`src/rtl/ry420_pkg.sv`:
```
// ----------------------------------------------------------------------------
// ry420_pkg
// Shared types, codes and constants of the RGB to YCbCr 4:2:0 planar unit.
// ----------------------------------------------------------------------------
package ry420_pkg;

  localparam int CFG_W        = 13;
  localparam int CFG_INDEX_W  = 2;
  localparam int COMP_W       = 8;
  localparam int OFFSET_W     = 25;
  localparam int CHROMA_IDX_W = 22;

  localparam int DEFAULT_MAX_WIDTH  = 4096;
  localparam int DEFAULT_MAX_HEIGHT = 4096;

  localparam logic [CFG_INDEX_W-1:0] REG_FRAME_WIDTH  = 2'd0;
  localparam logic [CFG_INDEX_W-1:0] REG_FRAME_HEIGHT = 2'd1;

  localparam logic [CFG_W-1:0] FRAME_WIDTH_RESET  = 13'd640;
  localparam logic [CFG_W-1:0] FRAME_HEIGHT_RESET = 13'd480;

  // JFIF coefficients, 16 fractional bits
  localparam logic [15:0]        K_Y_R = 16'd19595;
  localparam logic [15:0]        K_Y_G = 16'd38470;
  localparam logic [15:0]        K_Y_B = 16'd7471;
  localparam logic signed [17:0] K_CB  = 18'sd36962;
  localparam logic signed [17:0] K_CR  = 18'sd46727;
  localparam logic signed [11:0] CHROMA_BIAS = 12'sd128;

  typedef enum logic [1:0] {
    PLANE_Y  = 2'd0,
    PLANE_CB = 2'd1,
    PLANE_CR = 2'd2
  } plane_t;

  typedef enum logic [1:0] {
    ST_IDLE,
    ST_EMIT_Y,
    ST_EMIT_CB,
    ST_EMIT_CR
  } state_t;

  typedef struct packed {
    logic   pixel_ready;
    logic   load_pixel;
    logic   load_chroma;
    logic   load_out;
    plane_t out_sel;
  } dp_cmd_t;

  typedef struct packed {
    logic chroma;
    logic slot_free;
  } dp_status_t;

endpackage

```
`src/rtl/ry420_pixel_if.sv`:
```
// ----------------------------------------------------------------------------
// ry420_pixel_if
// Input pixel channel: one RGB pixel per transfer.
// ----------------------------------------------------------------------------
interface ry420_pixel_if;
  import ry420_pkg::*;

  logic              valid;
  logic              ready;
  logic [COMP_W-1:0] red;
  logic [COMP_W-1:0] green;
  logic [COMP_W-1:0] blue;

  modport source (output valid, red, green, blue, input ready);
  modport sink   (input valid, red, green, blue, output ready);
endinterface

```
`src/rtl/ry420_result_if.sv`:
```
// ----------------------------------------------------------------------------
// ry420_result_if
// Result channel: one plane sample with its byte offset per transfer.
// ----------------------------------------------------------------------------
interface ry420_result_if;
  import ry420_pkg::*;

  logic                valid;
  logic                ready;
  plane_t              plane;
  logic [OFFSET_W-1:0] offset;
  logic [COMP_W-1:0]   sample;
  logic                last;
  logic                frame_done;

  modport source (output valid, plane, offset, sample, last, frame_done, input ready);
  modport sink   (input valid, plane, offset, sample, last, frame_done, output ready);
endinterface

```
`src/rtl/ry420_cfg_if.sv`:
```
// ----------------------------------------------------------------------------
// ry420_cfg_if
// Configuration write channel: register index and write data.
// ----------------------------------------------------------------------------
interface ry420_cfg_if;
  import ry420_pkg::*;

  logic                   valid;
  logic                   ready;
  logic [CFG_INDEX_W-1:0] index;
  logic [CFG_W-1:0]       data;

  modport source (output valid, index, data, input ready);
  modport sink   (input valid, index, data, output ready);
endinterface

```
`src/rtl/ry420_ctrl.sv`:
```
// ----------------------------------------------------------------------------
// ry420_ctrl
// Sequencer: accepts pixels and steps the result register through the
// Y transfer of each pixel and the Cb and Cr transfers of each chroma pixel.
// ----------------------------------------------------------------------------
module ry420_ctrl (
  input  logic                  clk,
  input  logic                  rst,
  input  logic                  pixel_valid,
  input  ry420_pkg::dp_status_t status,
  output ry420_pkg::dp_cmd_t    cmd
);
  import ry420_pkg::*;

  state_t state;
  state_t state_next;

  always_ff @(posedge clk) begin
    if (rst) begin
      state <= ST_IDLE;
    end else begin
      state <= state_next;
    end
  end

  always_comb begin
    state_next      = state;
    cmd.pixel_ready = 1'b0;
    cmd.load_pixel  = 1'b0;
    cmd.load_chroma = 1'b0;
    cmd.load_out    = 1'b0;
    cmd.out_sel     = PLANE_Y;
    case (state)
      ST_IDLE: begin
        cmd.pixel_ready = 1'b1;
        if (pixel_valid) begin
          cmd.load_pixel = 1'b1;
          state_next     = ST_EMIT_Y;
        end
      end
      ST_EMIT_Y: begin
        cmd.load_chroma = 1'b1;
        if (status.slot_free) begin
          cmd.load_out = 1'b1;
          cmd.out_sel  = PLANE_Y;
          if (status.chroma) begin
            state_next = ST_EMIT_CB;
          end else begin
            cmd.pixel_ready = 1'b1;
            cmd.load_pixel  = pixel_valid;
            state_next      = pixel_valid ? ST_EMIT_Y : ST_IDLE;
          end
        end
      end
      ST_EMIT_CB: begin
        if (status.slot_free) begin
          cmd.load_out = 1'b1;
          cmd.out_sel  = PLANE_CB;
          state_next   = ST_EMIT_CR;
        end
      end
      ST_EMIT_CR: begin
        if (status.slot_free) begin
          cmd.load_out    = 1'b1;
          cmd.out_sel     = PLANE_CR;
          cmd.pixel_ready = 1'b1;
          cmd.load_pixel  = pixel_valid;
          state_next      = pixel_valid ? ST_EMIT_Y : ST_IDLE;
        end
      end
      default: begin
        state_next = ST_IDLE;
      end
    endcase
  end

endmodule

```
`src/rtl/ry420_datapath.sv`:
```
// ----------------------------------------------------------------------------
// ry420_datapath
// Frame size registers, raster counters, color conversion and the
// result register.
// ----------------------------------------------------------------------------
module ry420_datapath #(
  parameter int MAX_WIDTH  = ry420_pkg::DEFAULT_MAX_WIDTH,
  parameter int MAX_HEIGHT = ry420_pkg::DEFAULT_MAX_HEIGHT
) (
  input  logic                          clk,
  input  logic                          rst,
  ry420_cfg_if.sink                     cfg,
  input  logic [ry420_pkg::COMP_W-1:0]  red,
  input  logic [ry420_pkg::COMP_W-1:0]  green,
  input  logic [ry420_pkg::COMP_W-1:0]  blue,
  ry420_result_if.source                result,
  input  ry420_pkg::dp_cmd_t            cmd,
  output ry420_pkg::dp_status_t         status
);
  import ry420_pkg::*;

  localparam int WW  = $clog2(MAX_WIDTH + 1);
  localparam int HW  = $clog2(MAX_HEIGHT + 1);
  localparam int CLW = $clog2(MAX_WIDTH);
  localparam int RW  = $clog2(MAX_HEIGHT);
  localparam int EWW = (WW > CFG_W) ? WW : CFG_W;
  localparam int EHW = (HW > CFG_W) ? HW : CFG_W;

  function automatic logic [COMP_W-1:0] clip_sample(input logic signed [11:0] v);
    logic [COMP_W-1:0] r;
    if (v < 12'sd0) begin
      r = '0;
    end else if (v > 12'sd255) begin
      r = '1;
    end else begin
      r = v[COMP_W-1:0];
    end
    return r;
  endfunction

  logic [CFG_W-1:0] frame_width;
  logic [CFG_W-1:0] frame_height;
  logic             cfg_write;

  logic [EWW-1:0] w_ext;
  logic [EHW-1:0] h_ext;
  logic [EWW-1:0] w_clamp;
  logic [EHW-1:0] h_clamp;
  logic [WW-1:0]  eff_w;
  logic [HW-1:0]  eff_h;

  logic [WW+HW-1:0]  area;
  logic [OFFSET_W-1:0] cb_base;
  logic [OFFSET_W-1:0] cr_base;

  logic [CLW-1:0]          column;
  logic [RW-1:0]           row;
  logic [OFFSET_W-1:0]     luma_cnt;
  logic [CHROMA_IDX_W-1:0] chroma_index;

  logic row_end;
  logic frame_end;
  logic chroma_now;

  logic [23:0]             y_sum;
  logic [COMP_W-1:0]       y_q;
  logic [COMP_W-1:0]       red_q;
  logic [COMP_W-1:0]       blue_q;
  logic                    chroma_q;
  logic                    frame_end_q;
  logic [OFFSET_W-1:0]     luma_off_q;
  logic [CHROMA_IDX_W-1:0] chroma_idx_q;

  logic signed [9:0]  diff_b;
  logic signed [9:0]  diff_r;
  logic signed [27:0] prod_b;
  logic signed [27:0] prod_r;
  logic signed [11:0] cb_pre;
  logic signed [11:0] cr_pre;
  logic [COMP_W-1:0]  cb_q;
  logic [COMP_W-1:0]  cr_q;

  logic out_valid;
  logic slot_free;

  // configuration
  assign cfg.ready = 1'b1;
  assign cfg_write = cfg.valid &&
                     (cfg.index == REG_FRAME_WIDTH || cfg.index == REG_FRAME_HEIGHT);

  always_ff @(posedge clk) begin
    if (rst) begin
      frame_width  <= FRAME_WIDTH_RESET;
      frame_height <= FRAME_HEIGHT_RESET;
    end else if (cfg.valid) begin
      if (cfg.index == REG_FRAME_WIDTH) begin
        frame_width <= cfg.data;
      end else if (cfg.index == REG_FRAME_HEIGHT) begin
        frame_height <= cfg.data;
      end
    end
  end

  // effective even size, clamped to [2, MAX]
  assign w_ext = EWW'(frame_width);
  assign h_ext = EHW'(frame_height);

  always_comb begin
    w_clamp = w_ext;
    if (w_ext < EWW'(2)) begin
      w_clamp = EWW'(2);
    end else if (w_ext > EWW'(MAX_WIDTH)) begin
      w_clamp = EWW'(MAX_WIDTH);
    end
    h_clamp = h_ext;
    if (h_ext < EHW'(2)) begin
      h_clamp = EHW'(2);
    end else if (h_ext > EHW'(MAX_HEIGHT)) begin
      h_clamp = EHW'(MAX_HEIGHT);
    end
  end

  assign eff_w = {w_clamp[WW-1:1], 1'b0};
  assign eff_h = {h_clamp[HW-1:1], 1'b0};

  // plane bases, registered: area first, then cb_base and cr_base
  always_ff @(posedge clk) begin
    area    <= eff_w * eff_h;
    cb_base <= OFFSET_W'(area);
    cr_base <= OFFSET_W'(area) + OFFSET_W'(area >> 2);
  end

  // raster position
  assign row_end    = WW'(column) >= eff_w - WW'(1);
  assign frame_end  = row_end && (HW'(row) >= eff_h - HW'(1));
  assign chroma_now = !row[0] && !column[0];

  always_ff @(posedge clk) begin
    if (rst || cfg_write) begin
      column       <= '0;
      row          <= '0;
      luma_cnt     <= '0;
      chroma_index <= '0;
    end else if (cmd.load_pixel) begin
      if (chroma_now) begin
        chroma_index <= chroma_index + CHROMA_IDX_W'(1);
      end
      if (frame_end) begin
        column       <= '0;
        row          <= '0;
        luma_cnt     <= '0;
        chroma_index <= '0;
      end else if (row_end) begin
        column   <= '0;
        row      <= row + RW'(1);
        luma_cnt <= luma_cnt + OFFSET_W'(1);
      end else begin
        column   <= column + CLW'(1);
        luma_cnt <= luma_cnt + OFFSET_W'(1);
      end
    end
  end

  // luma at pixel transfer
  assign y_sum = K_Y_R * red + K_Y_G * green + K_Y_B * blue;

  always_ff @(posedge clk) begin
    if (cmd.load_pixel) begin
      y_q          <= y_sum[23:16];
      red_q        <= red;
      blue_q       <= blue;
      chroma_q     <= chroma_now;
      frame_end_q  <= frame_end;
      luma_off_q   <= luma_cnt;
      chroma_idx_q <= chroma_index;
    end
  end

  // chroma from registered luma
  assign diff_b = $signed({2'b00, blue_q}) - $signed({2'b00, y_q});
  assign diff_r = $signed({2'b00, red_q}) - $signed({2'b00, y_q});
  assign prod_b = K_CB * diff_b;
  assign prod_r = K_CR * diff_r;
  assign cb_pre = 12'(prod_b >>> 16) + CHROMA_BIAS;
  assign cr_pre = 12'(prod_r >>> 16) + CHROMA_BIAS;

  always_ff @(posedge clk) begin
    if (cmd.load_chroma) begin
      cb_q <= clip_sample(cb_pre);
      cr_q <= clip_sample(cr_pre);
    end
  end

  // result register
  assign slot_free = !out_valid || result.ready;

  always_ff @(posedge clk) begin
    if (rst) begin
      out_valid <= 1'b0;
    end else if (cmd.load_out) begin
      out_valid <= 1'b1;
    end else if (result.ready) begin
      out_valid <= 1'b0;
    end
  end

  always_ff @(posedge clk) begin
    if (cmd.load_out) begin
      case (cmd.out_sel)
        PLANE_CB: begin
          result.plane      <= PLANE_CB;
          result.offset     <= cb_base + OFFSET_W'(chroma_idx_q);
          result.sample     <= cb_q;
          result.last       <= 1'b0;
          result.frame_done <= 1'b0;
        end
        PLANE_CR: begin
          result.plane      <= PLANE_CR;
          result.offset     <= cr_base + OFFSET_W'(chroma_idx_q);
          result.sample     <= cr_q;
          result.last       <= 1'b1;
          result.frame_done <= frame_end_q;
        end
        default: begin
          result.plane      <= PLANE_Y;
          result.offset     <= luma_off_q;
          result.sample     <= y_q;
          result.last       <= !chroma_q;
          result.frame_done <= frame_end_q && !chroma_q;
        end
      endcase
    end
  end

  assign result.valid     = out_valid;
  assign status.chroma    = chroma_q;
  assign status.slot_free = slot_free;

endmodule

```
`src/rtl/rgb_to_ycbcr420_planar_unit.sv`:
```
// ----------------------------------------------------------------------------
// rgb_to_ycbcr420_planar_unit
// Streaming RGB to YCbCr 4:2:0 (I420) converter with planar byte offsets.
// ----------------------------------------------------------------------------
// Pixels come in raster order; every pixel gives a luma transfer and the
// top-left pixel of each 2x2 block also gives Cb then Cr transfers, each
// carrying its byte offset in the planar frame. All results leave through
// one result register, so the controller issues one result at a time and
// holds while the sink stalls; a new pixel is taken with the last result
// of the previous pixel, or at once when the unit is idle. Writing
// frame_width or frame_height restarts the frame; sizes are clamped to
// [2, MAX] and forced even. A pixel may follow a size write on the next
// cycle; the plane bases settle before its chroma transfers go out.
// ----------------------------------------------------------------------------
module rgb_to_ycbcr420_planar_unit #(
  parameter int MAX_WIDTH  = ry420_pkg::DEFAULT_MAX_WIDTH,
  parameter int MAX_HEIGHT = ry420_pkg::DEFAULT_MAX_HEIGHT
) (
  input  logic           clk,
  input  logic           rst,
  ry420_cfg_if.sink      cfg,
  ry420_pixel_if.sink    pixel,
  ry420_result_if.source result
);
  import ry420_pkg::*;

  dp_cmd_t    cmd;
  dp_status_t status;

  assign pixel.ready = cmd.pixel_ready;

  ry420_ctrl u_ctrl (
    .clk         (clk),
    .rst         (rst),
    .pixel_valid (pixel.valid),
    .status      (status),
    .cmd         (cmd)
  );

  ry420_datapath #(
    .MAX_WIDTH  (MAX_WIDTH),
    .MAX_HEIGHT (MAX_HEIGHT)
  ) u_datapath (
    .clk    (clk),
    .rst    (rst),
    .cfg    (cfg),
    .red    (pixel.red),
    .green  (pixel.green),
    .blue   (pixel.blue),
    .result (result),
    .cmd    (cmd),
    .status (status)
  );

  // a Cb transfer is always followed directly by its Cr sample
  a_cb_then_cr: assert property (@(posedge clk) disable iff (rst)
    (result.valid && result.ready && result.plane == PLANE_CB) |=>
      (result.valid && result.plane == PLANE_CR))
    else $error("Cr sample does not follow Cb");

  a_done_is_last: assert property (@(posedge clk) disable iff (rst)
    (result.valid && result.frame_done) |-> result.last)
    else $error("frame_done without last");

  a_cr_is_last: assert property (@(posedge clk) disable iff (rst)
    (result.valid && result.plane == PLANE_CR) |-> result.last)
    else $error("Cr sample not marked last");

  // no pixel is taken while a Cb sample waits in the result register
  a_no_accept_mid_chroma: assert property (@(posedge clk) disable iff (rst)
    (result.valid && !result.ready && result.plane == PLANE_CB) |->
      !(pixel.valid && pixel.ready))
    else $error("pixel transfer during chroma sequence");

endmodule
```
`src/flat_wrapper.sv`:
```
// flat-port wrapper written by rule: the top's interface ports become plain ports
module rgb_to_ycbcr420_planar_unit_flat import ry420_pkg::*;
#(
  parameter int MAX_WIDTH  = ry420_pkg::DEFAULT_MAX_WIDTH,
  parameter int MAX_HEIGHT = ry420_pkg::DEFAULT_MAX_HEIGHT
)
  (clk, rst, cfg_valid, cfg_index, cfg_data, cfg_ready, pixel_valid, pixel_red, pixel_green, pixel_blue, pixel_ready, result_valid, result_plane, result_offset, result_sample, result_last, result_frame_done, result_ready);
  ry420_cfg_if cfg_i ();
  ry420_pixel_if pixel_i ();
  ry420_result_if result_i ();
  input  logic clk;
  input  logic rst;
  input wire logic [$bits(cfg_i.valid)-1:0] cfg_valid;
  input wire logic [$bits(cfg_i.index)-1:0] cfg_index;
  input wire logic [$bits(cfg_i.data)-1:0] cfg_data;
  output wire logic [$bits(cfg_i.ready)-1:0] cfg_ready;
  input wire logic [$bits(pixel_i.valid)-1:0] pixel_valid;
  input wire logic [$bits(pixel_i.red)-1:0] pixel_red;
  input wire logic [$bits(pixel_i.green)-1:0] pixel_green;
  input wire logic [$bits(pixel_i.blue)-1:0] pixel_blue;
  output wire logic [$bits(pixel_i.ready)-1:0] pixel_ready;
  output wire logic [$bits(result_i.valid)-1:0] result_valid;
  output wire logic [$bits(result_i.plane)-1:0] result_plane;
  output wire logic [$bits(result_i.offset)-1:0] result_offset;
  output wire logic [$bits(result_i.sample)-1:0] result_sample;
  output wire logic [$bits(result_i.last)-1:0] result_last;
  output wire logic [$bits(result_i.frame_done)-1:0] result_frame_done;
  input wire logic [$bits(result_i.ready)-1:0] result_ready;
  assign cfg_i.valid = cfg_valid;
  assign cfg_i.index = cfg_index;
  assign cfg_i.data = cfg_data;
  assign cfg_ready = cfg_i.ready;
  assign pixel_i.valid = pixel_valid;
  assign pixel_i.red = pixel_red;
  assign pixel_i.green = pixel_green;
  assign pixel_i.blue = pixel_blue;
  assign pixel_ready = pixel_i.ready;
  assign result_valid = result_i.valid;
  assign result_plane = result_i.plane;
  assign result_offset = result_i.offset;
  assign result_sample = result_i.sample;
  assign result_last = result_i.last;
  assign result_frame_done = result_i.frame_done;
  assign result_i.ready = result_ready;
  rgb_to_ycbcr420_planar_unit #(.MAX_WIDTH(MAX_WIDTH), .MAX_HEIGHT(MAX_HEIGHT)) u_core (.clk(clk), .rst(rst), .cfg(cfg_i), .pixel(pixel_i), .result(result_i));
endmodule
```
`config.mk`:
```
export PLATFORM = sky130hd
export DESIGN_NAME = rgb_to_ycbcr420_planar_unit_flat
export DESIGN_NICKNAME = d
export VERILOG_FILES = /design/src/rtl/ry420_pkg.sv /design/src/rtl/ry420_pixel_if.sv /design/src/rtl/ry420_result_if.sv /design/src/rtl/ry420_cfg_if.sv /design/src/rtl/ry420_ctrl.sv /design/src/rtl/ry420_datapath.sv /design/src/rtl/rgb_to_ycbcr420_planar_unit.sv /design/src/flat_wrapper.sv
export SDC_FILE = /design/constraint.sdc
export NUM_CORES = 1
export LEC_CHECK = 0
export BUFFER_PORTS_ARGS = -buffer_cell sky130_fd_sc_hd__buf_2
export CORE_MARGIN = 5
export CORE_UTILIZATION = 36
export CTS_BUF_LIST = sky130_fd_sc_hd__clkbuf_2
export CTS_CLUSTER_SIZE = 12
export DETAILED_ROUTE_END_ITERATION = 8
export PLACE_DENSITY = 0.53
export SYNTH_ARGS = -nofsm -noshare
export SYNTH_HDL_FRONTEND = slang
export SYNTH_HIERARCHICAL = 1
export SYNTH_SLANG_ARGS = --single-unit
```
`constraint.sdc`:
```
create_clock -name clk -period 10.2 [get_ports clk]
set_input_delay 2.04 -clock clk [delete_from_list [all_inputs] [get_ports clk]]
set_output_delay 2.04 -clock clk [all_outputs]
set_load 0.02 [all_outputs]
```
## Word level (Yosys, flattened, before mapping)

Index checks and enable logic that the tools add are counted.

- Flip-flop bits (word level): 298
- Input bits: 44
- Output and inout bits: 40

- Add/sub/neg operators: 15
- Multipliers: 6
- Magnitude comparators: 10
- Eq/ne operators: 10
- Muxes and demuxes: 37
- Bitwise gates (word level): 1
- Reduce and logical (&&, ||, !) cells: 21

Operator list:

| cell | number |
|---|---|
| $mux W13 | 4 |
| $add A25 B22 Y25 | 2 |
| $pmux W25 S2 | 1 |
| $mux W12 | 4 |
| $mul A15 B8 Y23 const A | 2 |
| $mux W22 | 2 |
| $ge A12 B13 Y1 | 2 |
| $gt A13 B13 Y1 const B | 2 |
| $lt A13 B2 Y1 const B | 2 |
| $mul A17 B9 Y26 const A | 1 |
| $sub A13 B1 Y13 const B | 2 |
| $add A25 B1 Y25 const B | 1 |
| $add A25 B24 Y25 | 1 |
| $mul A16 B9 Y25 const A | 1 |
| $mux W25 | 1 |
| $add A12 B1 Y12 const B | 2 |
| $add A23 B24 Y24 | 1 |
| $add A24 B21 Y24 | 1 |
| $mul A12 B12 Y24 | 1 |
| $add A10 B9 Y11 const B | 2 |
| $add A22 B1 Y22 const B | 1 |
| $gt A11 B9 Y1 const B | 2 |
| $lt A11 B1 Y1 const B | 2 |
| $mul A13 B8 Y21 const A | 1 |
| other kinds (23) | 59 |

## Longest topological paths before layout

- Word-level depth: 8
- Gate-level depth with buffers: 34
- Mapped depth without buffers: 34

## Modules after synthesis

Netlist, hierarchy kept.

By module, submodules not included:

| module | instances | cells an instance | area each (µm²) | sequential area each (µm²) |
|---|---|---|---|---|
| ry420_datapath | 1 | 3,031 | 28,956.5 | 7,146.9 |
| ry420_ctrl | 1 | 21 | 146.4 | 40.0 |

## Worst setup path after synthesis

Ideal clock, no wire load.

- Path type: input to register
- Start: in result_ready
- End: reg u_core.u_datapath.chroma_index[18]
- Arrival: 10.469 ns
- Required time: 10.072 ns
- Setup slack: -0.396 ns
- Stages on the path: 8
- Buffers on the path: 1
- Cell sequence: nand2b_1 buf_4 o21ai_0 a211oi_1 nand4_1 nor4_1 xnor2_1 nor2_1

RTL lines:

| what | RTL line | source |
|---|---|---|
| from (decl) | flat_wrapper.sv:28 | `input wire logic [$bits(result_i.ready)-1:0] result_ready;` |
| to (signal assigned) | ry420_datapath.sv:146 | `chroma_index <= chroma_index + CHROMA_IDX_W'(1);` |
| to (decl) | ry420_datapath.sv:59 | `logic [CHROMA_IDX_W-1:0] chroma_index;` |

## Worst setup path in the final report

- Start: in pixel_green[5]
- End: reg u_core.u_datapath.y_q[7] (data pin)

- Cells in the longest elaborated chain, start to end: 3

Ends and longest elaborated chain:

| what | RTL line | source |
|---|---|---|
| from (decl) | flat_wrapper.sv:19 | `input wire logic [$bits(pixel_i.green)-1:0] pixel_green;` |
| $mul A15 B8 Y23 | ry420_datapath.sv:165 | `assign y_sum = K_Y_R * red + K_Y_G * green + K_Y_B * blue;` |
| $add A23 B24 Y24 | ry420_datapath.sv:165 |  |
| $add A24 B21 Y24 | ry420_datapath.sv:165 |  |
| named net u_core.u_datapath.y_sum[23] | ry420_datapath.sv:65 | `logic [23:0] y_sum;` |
| to (signal assigned) | ry420_datapath.sv:169 | `y_q <= y_sum[23:16];` |
| to (decl) | ry420_datapath.sv:66 | `logic [COMP_W-1:0] y_q;` |

The timed path passes the listed nets, and every way through them passes these cells.
A chain may end at the register's enable or synchronous reset.

==> impl_metrics.csv <==
group,metric,value,unit
status,outcome,"finished clean",
critical_path,crit_fanout,6,
synth,ys_seq_area_frac,0.2469,
placed_design,place_area,30730,µm²
synth,synth_common_cells,"515 x inv_1, 485 x ha_1, 269 x fa_1, 260 x nand2_1, 207 x nor2_1",
grt,antenna_found_initial,1,
critical_path,cpMostUsedCell,"fa_1",
placed_design,post-dp-hpwl,53980,µm
critical_path,start_kind,"primary input",
synth,synth_cell_type_count,79,
layout,fin_area,31500,µm²
sta,rsz0062_at_grt,"false",
critical_path,worstSetupPathType,"in -> reg",
drt,wl_per_cell,15.40,µm
synth,async_flop_share,0,
drt,first_pass_iters,5,
synth,syn_area,29100,µm²
critical_path,path_buf_inv,5,
sta,fin_skew,0.1147,ns
placed_design,port_buffers,82,
floorplan,die_h,294.3,µm
synth,avgSynthCellArea,9.536,µm²
min_path,hold_start,"u_core/u_datapath/area[15]",
critical_path,max_stage_delay,0.54,ns
floorplan,ios,84,
sta,period_share,0.8621,
clock_tree,ctsHtreeMaxLevel,3,
synth,synth_top_area_cell,"ha_1",
sta,finalCriticalPeriod,8.793,ns
clock_tree,cts_tree,"built",
critical_path,r2r-start,"u_core/u_datapath/y_q[0]",
synth,syn_inst,3052,
synth,synth_ff_type,"dfxtp_1",
clock_tree,clkLatencyLatePin,1.04,ns
floorplan,initial_core_util,0.3625,
synth,yosysTopAreaCellShare,0.2085,
clock_tree,hold_buffers,0,
drt,wirelength,66180,µm
clock_tree,clockBufferDepth,3,
grt,grt_usage,0.1547,
layout,layout.nets,3968,
layout,drive_above_1_share,0.07761,
critical_path,slowest_stage,"fa_1",
sta,setup_viol,0,
floorplan,rows,104,
grt,grt-ovfl-total,0,
drt,drcViolationCount,0,
critical_path,rr_worst_depth,31,
critical_path,crit_cells,30,
layout,filler_cell_count,8097,
clock_tree,cts_resized,0,
clock_tree,cts.sinks,296,
clock_tree,clkTransAtPathRegs,0.10,ns
sta,finalMaxSlewViolations,0,
clock_tree,clock-root-buffer,"clkbuf_2",
critical_path,cp-end-kind,"flip-flop",
sta,relSlewSlack,0.2314,
grt,grt_start_max_net_pins,58,
drt,drtAntennaViolNets,0,
synth,ys_seq_elements,296,
clock_tree,cts_buffers,82,
placed_design,place.gp.congestion,0.8490,
critical_path,cp-startpoint,"pixel_green[5]",
synth,synth.top_cells.by_area,"ha_1 21%, fa_1 19%, edfxtp_1 13%, dfxtp_1 12%, inv_1 6.6%",
min_path,hp-class,"reg -> reg",
critical_path,arrival,9.49,ns
critical_path,crit_required,10.90,ns
drt,first_iter_violations,1000,
job,drv_cap,0,
sta,tightest_slew,1.141,ns
layout,syn_to_final_growth,8.229,%
sta,fmax,0.1137,GHz
floorplan,dieArea,86630,µm²
drt,vias,20480,
synth,ys_warn_count,6,
sta,finalSetupTns,0,ns
grt,grt_pass1_vias,20780,
floorplan,design.core.area,80290,µm²
synth,synth.most_common_cell,"inv_1",
clock_tree,cts_setup_buffers,0,
critical_path,path_delay_family,"adder cells",
drt,via_per_inst,4.767,
min_path,hold_depth,0,
floorplan,die_w,294.3,µm
grt,grt_pass1_wl,109300,µm
synth,synth_nets,3850,
sta,hold_viol,0,
synth,synth_edf_count,126,
-- logic make-up (layout without fill, tap and decap cells) --
family	after synthesis	after routing	synth area share
compound gates	448	448	0.09923
xor+xnor	207	207	0.06230
fa+ha+maj	754	754	0.3936
buf+inv	580	762	0.07519
flops	296	296	0.2469
mux	2	2	0.0007738
other cells	1	3	0.0001289
simple gates	764	764	0.1219
-- worst paths after layout --
| check | to | slack (ns) |
|---|---|---|
| setup / recovery | u_core/u_datapath/y_q[7] | 1.41 |
| hold / removal | u_core/u_datapath/cb_base[15] | 0.34 |
| setup reg to reg | u_core/u_datapath/cr_q[7] | 1.89 |
| hold reg to reg | u_core/u_datapath/cb_base[15] | 0.34 |
-- cell usage in the layout, fill, tap and decap left out, types with 9 or more instances in the layout --
master,instances
fa_1,269
clkbuf_2,124
buf_4,15
a22oi_1,17
nand2b_1,32
a21oi_1,150
xor2_1,73
a31oi_1,11
nand3_1,39
ha_1,484
o21bai_1,16
nor3_1,52
nand4_1,28
o21ai_0,78
xnor2_1,134
nor2b_1,33
buf_2,82
inv_1,515
edfxtp_1,126
nor2_1,206
or3_1,19
clkinv_1,17
and2_1,23
a211oi_1,9
a21o_1,53
nand2_1,260
a221oi_1,13
o21a_1,27
and3_1,30
dfxtp_1,170
-- layer usage --
layer	wire length, µm	GRT usage	vias to the layer above
met1	33270	0.2268	9707
met5	0	0	-
met3	2795	0.02841	69
li1	-	-	10410
met4	968	0.03568	0
met2	29140	0.2382	292
-- metrics by stage --
stage	setup slack [ns]	hold slack [ns]	util	std cells
finish	1.407	0.3366	0.3923	4296
global route	1.085	0.3266	0.3923	4296
CTS	1.561	0.3272	0.3923	4294
detailed placement	0.4508	0.3788	0.3827	4146
global placement	0.5107	0.3792	0.3827	4146
floorplan	1.086	0.3368	-	3052
-- flip-flops by register name, indices dropped and copies added, names as in the netlist, 2 cells and up, named ones only --
signal and cells:
u_core/u_datapath/chroma_idx_q 22, u_core/u_datapath/result.offset 25, u_core/u_datapath/luma_cnt 25, u_core/u_datapath/column 12, u_core/u_datapath/cr_q 8, u_core/u_datapath/luma_off_q 25, u_core/u_datapath/chroma_index 22, u_core/u_datapath/red_q 8
u_core/u_datapath/y_q 8, u_core/u_datapath/cb_base 21, u_core/u_datapath/cb_q 8, u_core/u_datapath/row 12, u_core/u_datapath/cr_base 25, u_core/u_datapath/result.sample 8, u_core/u_datapath/area 24, u_core/u_datapath/frame_width 13
u_core/u_datapath/frame_height 13, u_core/u_datapath/result.plane 2, u_core/u_datapath/blue_q 8
-- final cells by class --
type                       count  area [µm²]  share of cell area
antenna                        2       5.005           0.0001589
clock buffer                 124       620.6             0.01970
clock inverter                24       143.9            0.004568
inverter                     517        1941             0.06161
multi-input combinational   2176       19750              0.6271
sequential                   296        7187              0.2282
tap                         1060        1326             0.04211
timing repair buffer          97       523.0             0.01660
Power is not shown: default switching activity piles up to over one toggle a cycle in this logic, so the estimate is an artifact.
